$ cat src/rtl/los_pkg.sv
// Shared types, constants and CORDIC arctangent table for the line-of-sight
// path guidance block. No dependencies.
package los_pkg;

  localparam int MAX_WAYPOINTS = 256;
  localparam int WP_AW         = $clog2(MAX_WAYPOINTS);
  localparam int CORDIC_STEPS  = 16;
  localparam int CW            = 40;   // CORDIC x/y datapath width
  localparam int ZW            = 32;   // angle width, 2^-24 rad units

  localparam logic signed [ZW-1:0] ANG_PI      = 32'sd52707179;
  localparam logic signed [ZW-1:0] ANG_HALF_PI = 32'sd26353589;
  localparam logic signed [ZW-1:0] ANG_TWO_PI  = 32'sd105414358;
  localparam logic signed [CW-1:0] GAIN_Q30    = 40'sd652032875;

  localparam logic [1:0] REG_END_INDEX     = 2'd0;
  localparam logic [1:0] REG_LOOKAHEAD     = 2'd1;
  localparam logic [1:0] REG_SWITCH_RADIUS = 2'd2;

  localparam logic signed [ZW-1:0] ATAN_TAB [0:23] = '{
    32'sd13176795, 32'sd7778716, 32'sd4110060, 32'sd2086331,
    32'sd1047214,  32'sd524117,  32'sd262123,  32'sd131069,
    32'sd65536,    32'sd32768,   32'sd16384,   32'sd8192,
    32'sd4096,     32'sd2048,    32'sd1024,    32'sd512,
    32'sd256,      32'sd128,     32'sd64,      32'sd32,
    32'sd16,       32'sd8,       32'sd4,       32'sd2
  };

  // Request to the shared CORDIC unit
  typedef struct packed {
    logic start;
    logic vec;    // 1: vectoring (atan2), 0: rotation (cos/sin)
  } cor_req_t;

endpackage

$ cat src/rtl/los_cordic.sv
// Shared iterative CORDIC unit: rotation (cos/sin in Q30) and vectoring
// (atan2 in 2^-24 rad), one micro-rotation per cycle. Uses los_pkg.
module los_cordic (
  input  logic                           clk,
  input  logic                           rst,
  input  los_pkg::cor_req_t              req,
  input  logic signed [los_pkg::CW-1:0]  x_in,
  input  logic signed [los_pkg::CW-1:0]  y_in,
  input  logic signed [los_pkg::ZW-1:0]  z_in,
  output logic                           busy,
  output logic                           done,
  output logic signed [los_pkg::CW-1:0]  x_out,
  output logic signed [los_pkg::CW-1:0]  y_out,
  output logic signed [los_pkg::ZW-1:0]  z_out
);

  logic [4:0]                      step;
  logic                            vec;
  logic                            neg;
  logic signed [los_pkg::CW-1:0]   x;
  logic signed [los_pkg::CW-1:0]   y;
  logic signed [los_pkg::ZW-1:0]   z;
  logic signed [los_pkg::CW-1:0]   xs;
  logic signed [los_pkg::CW-1:0]   ys;
  logic                            dir;
  logic signed [los_pkg::ZW-1:0]   atan;

  // One micro-rotation
  always_comb begin
    xs   = x >>> step;
    ys   = y >>> step;
    dir  = vec ? (y > 0) : (z < 0);
    atan = los_pkg::ATAN_TAB[step];
  end

  // Sequence the iterations
  always_ff @(posedge clk) begin
    if (rst) begin
      busy <= 1'b0;
      done <= 1'b0;
    end else begin
      done <= 1'b0;
      if (req.start) begin
        vec  <= req.vec;
        step <= '0;
        if (req.vec) begin
          neg <= 1'b0;
          if (x_in == '0 && y_in == '0) begin
            z    <= '0;
            done <= 1'b1;
          end else begin
            busy <= 1'b1;
            if (x_in < 0) begin
              x <= -x_in;
              y <= -y_in;
              z <= (y_in >= 0) ? los_pkg::ANG_PI : -los_pkg::ANG_PI;
            end else begin
              x <= x_in;
              y <= y_in;
              z <= '0;
            end
          end
        end else begin
          busy <= 1'b1;
          x    <= los_pkg::GAIN_Q30;
          y    <= '0;
          if (z_in > los_pkg::ANG_HALF_PI) begin
            z   <= z_in - los_pkg::ANG_PI;
            neg <= 1'b1;
          end else if (z_in < -los_pkg::ANG_HALF_PI) begin
            z   <= z_in + los_pkg::ANG_PI;
            neg <= 1'b1;
          end else begin
            z   <= z_in;
            neg <= 1'b0;
          end
        end
      end else if (busy) begin
        if (dir) begin
          x <= x + ys;
          y <= y - xs;
          z <= z + atan;
        end else begin
          x <= x - ys;
          y <= y + xs;
          z <= z - atan;
        end
        step <= step + 5'd1;
        if (step == 5'(los_pkg::CORDIC_STEPS - 1)) begin
          busy <= 1'b0;
          done <= 1'b1;
        end
      end
    end
  end

  assign x_out = neg ? -x : x;
  assign y_out = neg ? -y : y;
  assign z_out = z;

endmodule

$ cat config.mk
export PLATFORM = sky130hd
export DESIGN_NAME = los_cordic
export DESIGN_NICKNAME = d
export VERILOG_FILES = /design/src/rtl/los_pkg.sv /design/src/rtl/los_cordic.sv
export SDC_FILE = /design/constraint.sdc
export NUM_CORES = 1
export LEC_CHECK = 0
export BUFFER_PORTS_ARGS = -buffer_cell sky130_fd_sc_hd__buf_2
export CAP_MARGIN = 20
export CORE_MARGIN = 8
export CORE_UTILIZATION = 45
export DETAILED_ROUTE_END_ITERATION = 7
export GPL_TIMING_DRIVEN = 0
export PLACE_DENSITY_LB_ADDON = 0.12
export SLEW_MARGIN = 5
export SYNTH_ARGS = -nofsm -noshare
export SYNTH_HDL_FRONTEND = slang
export SYNTH_SLANG_ARGS = --single-unit
$ cat constraint.sdc
create_clock -name clk -period 7 [get_ports clk]
set_input_delay 0.35 -clock clk [delete_from_list [all_inputs] [get_ports clk]]
set_output_delay 0.35 -clock clk [all_outputs]
set_load 0.03 [all_outputs]
==> flow_results.xml <==
<?xml version="1.0" encoding="UTF-8"?>
<metrics>
  <group name="detailed_routing">
    <metric name="drt_drc_violations_left" unit="">0</metric>
    <metric name="vias" unit="">26700</metric>
    <metric name="detail_route.wl_per_cell" unit="um">32.8</metric>
    <metric name="drtAntennaViolNets" unit="">0</metric>
    <metric name="detail_route.wirelength" unit="um">126000</metric>
    <metric name="vias_per_cell" unit="">6.96</metric>
    <metric name="detailedRoute.firstIterationViolations" unit="">4068</metric>
    <metric name="first_pass_iters" unit="">6</metric>
  </group>
  <group name="timing">
    <metric name="rsz0062_at_grt" unit="">true</metric>
    <metric name="timing.max_slew.rel_slack" unit="%">15.1</metric>
    <metric name="final.setup.tns" unit="ps">0</metric>
    <metric name="final_critical_path_setup_slack" unit="ps">5.41</metric>
    <metric name="timing.fmax" unit="MHz">143</metric>
    <metric name="min_period_over_period" unit="%">99.9</metric>
    <metric name="timing.final.setup_violations" unit="">0</metric>
    <metric name="skew" unit="ps">20.0</metric>
    <metric name="hold_violations" unit="">0</metric>
    <metric name="period_needed" unit="ps">6990</metric>
    <metric name="worst_slew_pin_slew" unit="ps">1260</metric>
    <metric name="slew_viol_final" unit="">0</metric>
  </group>
  <group name="pwr">
    <metric name="pwr-share-clk" unit="%">7.8</metric>
    <metric name="report.power.total" unit="uW">12100</metric>
    <metric name="combPwrFrac" unit="%">77.9</metric>
    <metric name="power_switching_share" unit="%">54.7</metric>
    <metric name="power_switching" unit="uW">6640</metric>
    <metric name="power-per-cell-area" unit="nW/um^2">438</metric>
    <metric name="p_seq_share" unit="%">14.3</metric>
    <metric name="leakage" unit="uW">0.0108</metric>
    <metric name="internal_power" unit="uW">5490</metric>
    <metric name="worst_ir_drop_vdd" unit="V">0.000312</metric>
  </group>
  <group name="synth">
    <metric name="netlist.top_cell.by_area" unit="">edfxtp_1</metric>
    <metric name="netlist_top_cells_area" unit="">edfxtp_1 15%, xnor2_1 8.0%, ha_1 7.2%, mux4_2 6.8%, xor2_1 5.9%</metric>
    <metric name="ys_seq_elements" unit="">121</metric>
    <metric name="syn_area" unit="um^2">23300</metric>
    <metric name="syn-num-nets" unit="">3081</metric>
    <metric name="most_frequently_used_cell_type_in_the_post_synthesis_netlist" unit="">nand2_1</metric>
    <metric name="netlist.area_leader.share" unit="%">15.4</metric>
    <metric name="yosysWarnings" unit="">0</metric>
    <metric name="ys_seq_area_share" unit="%">15.5</metric>
    <metric name="synth_enable_flop_cells" unit="">119</metric>
    <metric name="synthTopCellsByCount" unit="">249 x nand2_1, 218 x nor2_1, 213 x xnor2_1, 178 x o21ai_0, 174 x a21oi_1</metric>
    <metric name="postSynth.asyncResetShare" unit="%">0</metric>
    <metric name="syn-mean-instance-area" unit="um^2">8.22</metric>
    <metric name="syn-instance-count" unit="">2829</metric>
    <metric name="dominantRegCellSynth" unit="">edfxtp_1</metric>
    <metric name="yosys.cell_types.count" unit="">110</metric>
  </group>
  <group name="global_routing">
    <metric name="number_of_global_route_vias_before_repair" unit="">25600</metric>
    <metric name="grt_start_max_net_pins" unit="">54</metric>
    <metric name="grt_overflow_total" unit="">0</metric>
    <metric name="grtUsageTotal" unit="%">40.1</metric>
    <metric name="antenna_found_initial" unit="">3</metric>
    <metric name="grt_pass1_wl" unit="um">177000</metric>
  </group>
  <group name="final_layout">
    <metric name="synthToLayoutAreaGrowth" unit="%">19.2</metric>
    <metric name="layout.core_utilization" unit="%">54.1</metric>
    <metric name="layout.cell_area.non_filler" unit="um^2">27700</metric>
    <metric name="fraction_of_final_layout_cells_with_drive_strength_greater_than_1" unit="%">23.9</metric>
    <metric name="layout.filler_cells" unit="">4826</metric>
    <metric name="final_nets" unit="">3391</metric>
  </group>
  <group name="die">
    <metric name="die-height" unit="um">243</metric>
    <metric name="boundaryPins" unit="">230</metric>
    <metric name="rows" unit="">83</metric>
    <metric name="dieWidth" unit="um">243</metric>
    <metric name="fp.dieArea" unit="um^2">59200</metric>
    <metric name="initial_core_util" unit="%">45.4</metric>
    <metric name="core-area" unit="um^2">51200</metric>
  </group>
  <group name="min_path">
    <metric name="timing.hold.worst_endpoint" unit="">done$_SDFF_PP0_</metric>
    <metric name="hold_class" unit="">primary input to flip-flop</metric>
    <metric name="holdCritStartpoint" unit="">rst</metric>
    <metric name="min_delay_path_depth" unit="">2</metric>
  </group>
  <group name="placement">
    <metric name="post-place-ws" unit="ps">-2370</metric>
    <metric name="place_area" unit="um^2">25300</metric>
    <metric name="port_buffers" unit="">215</metric>
    <metric name="dp.final_hpwl" unit="um">99500</metric>
    <metric name="gpl.final_weighted_congestion" unit="">1.09</metric>
  </group>
  <group name="setup_path">
    <metric name="worst-r2r-cell-count" unit="">22</metric>
    <metric name="critPathKind" unit="">flip-flop to flip-flop</metric>
    <metric name="worst_ep_required_time" unit="ps">7200</metric>
    <metric name="rr_endpoint" unit="">x[34]$_DFFE_PP_</metric>
    <metric name="r2r_setup_slack" unit="ps">5</metric>
    <metric name="maximum_fanout_encountered_on_the_critical_timing_path" unit="">10</metric>
    <metric name="cp-end-kind" unit="">flip-flop</metric>
    <metric name="worst_flop_to_flop_path_startpoint" unit="">step[2]$_SDFFCE_PP0P_</metric>
    <metric name="timing.critical_path.from_type" unit="">flip-flop</metric>
    <metric name="cp_data_arrival_time" unit="ps">7190</metric>
  </group>
  <group name="clock_tree">
    <metric name="root_buffer" unit="">clkbuf_16</metric>
    <metric name="ctsHtreeMaxLevel" unit="">4</metric>
    <metric name="cts.hold.buffers_added" unit="">0</metric>
    <metric name="tritoncts" unit="">done</metric>
    <metric name="clkSlewWorstSetupHoldPaths" unit="ps">70</metric>
    <metric name="numCtsBuffers" unit="">17</metric>
    <metric name="cts_max_path_buffers" unit="">2</metric>
    <metric name="cts.sink_count" unit="">121</metric>
    <metric name="insertion_delay" unit="ps">500</metric>
  </group>
  <group name="flow_run">
    <metric name="drv.max_cap_violation_count" unit="">0</metric>
  </group>
  <group name="status">
    <metric name="run_status" unit="">finished clean</metric>
  </group>
</metrics>
worst max-delay path: stages (launching register included):
cell      delay, ps
edfxtp_1        530
clkbuf_4        280
nor3_1          810
clkbuf_1        850
a22o_1          360
a221o_1         320
nor3_4           90
nand3_4         140
and2b_1         220
nor2b_1         150
a21oi_2         150
xnor2_1         270
ha_1            380
nand3_1         120
o22ai_1         150
a221oi_4        350
a31oi_4         170
a21bo_2         250
a31o_2          280
a211o_1         300
a21oi_2         160
xor2_1          220
o22ai_1         120
through the flow:
| stage | std cells | hold WS, ps |
|---|---|---|
| after global routing | 3833 | 102 |
| final | 3834 | 105 |
| after CTS | 3791 | 82.3 |
| after global placement | 3724 | 479 |
| after floorplan | 2829 | 419 |
| after detailed placement | 3730 | 493 |
cell usage in the layout (no fill, tap or decap), types with 22 or more instances in the layout:
master,instances
o31ai_1,57
a21o_1,67
or3_1,32
o41ai_1,23
a21oi_1,154
o21ai_0,159
ha_1,126
edfxtp_1,119
xnor2_1,206
or4_1,22
mux2_2,62
mux2i_1,65
buf_2,223
buf_4,95
o21a_1,25
nand3_1,42
clkbuf_1,93
nor3_1,42
o22ai_1,74
nor2_1,208
a22oi_1,27
mux4_2,71
buf_6,27
nand2_1,248
nand2b_1,28
a31oi_1,31
nor2b_1,33
xor2_1,156
inv_1,67
kinds of logic (layout without fill, tap and decap cells):
kind of cell / Yosys count / count (layout) / synth area share, %
other: 0 / 2 / 0
AO/OA/AOI/OAI: 909 / 909 / 26.3
flip-flops: 121 / 121 / 15.5
multiplexers: 225 / 225 / 14.8
adder cells (fa/ha/maj): 136 / 136 / 7.41
buffers and inverters: 275 / 598 / 5.37
AND/OR/NAND/NOR: 792 / 792 / 16.6
XOR/XNOR: 371 / 371 / 14.0
how the worst max path moves through the flow:
stage | from | slack, ps | endpoint
CTS | y[21]$_DFFE_PP_ | -20 | x[34]$_DFFE_PP_
global placement | step[4]$_SDFFCE_PP0P_ | -2470 | z_out[29]$_DFFE_PP_
global route | step[1]$_SDFFCE_PP0P_ | -120 | x[34]$_DFFE_PP_
floorplan | step[0]$_SDFFCE_PP0P_ | 250 | z_out[31]$_DFFE_PP_
detailed placement | step[4]$_SDFFCE_PP0P_ | -2370 | z_out[29]$_DFFE_PP_
finish | step[2]$_SDFFCE_PP0P_ | 5 | x[34]$_DFFE_PP_
flip-flops by register name, summed over array words and instances, names as in the netlist:
signal,flops
step,5
y,40
busy,1
done,1
neg,1
vec,1
z_out,32
x,40
routing by layer:
layer | routed length, um | global-route usage (%)
met1 | 49700 | 53.0
met2 | 52600 | 58.4
met3 | 16900 | 13.4
met4 | 6430 | 18.7
met5 | 163 | 0
power by group through the flow:
stage / Sequential (uW) / Clock, uW / Combinational [uW]
floorplan: 1410 / 0 / 5920
global placement: 1660 / 0 / 8030
detailed placement: 1660 / 0 / 8140
CTS: 1640 / 943 / 8670
global route: 1720 / 966 / 9960
finish: 1740 / 948 / 9450
cell type report:
class	instances	area [um^2]	share of cell area (%)
Inverter	71	268	0.966
Multi-Input combinational cell	2433	19400	70.1
Antenna cell	2	5.00	0.0181
Buffer	199	1250	4.51
Sequential cell	121	3610	13.0
Clock inverter	15	166	0.600
Tap cell	680	851	3.07
Timing Repair Buffer	296	1720	6.20
Clock buffer	17	425	1.54
timing repair:
item,in CTS,in global routing
setup endpoints to repair,76,34
gates resized for setup,191,141
pin swaps,38,60
cloned,0,0
buffers inserted,31,43
Note: power is estimated with default switching activity, not from simulation.
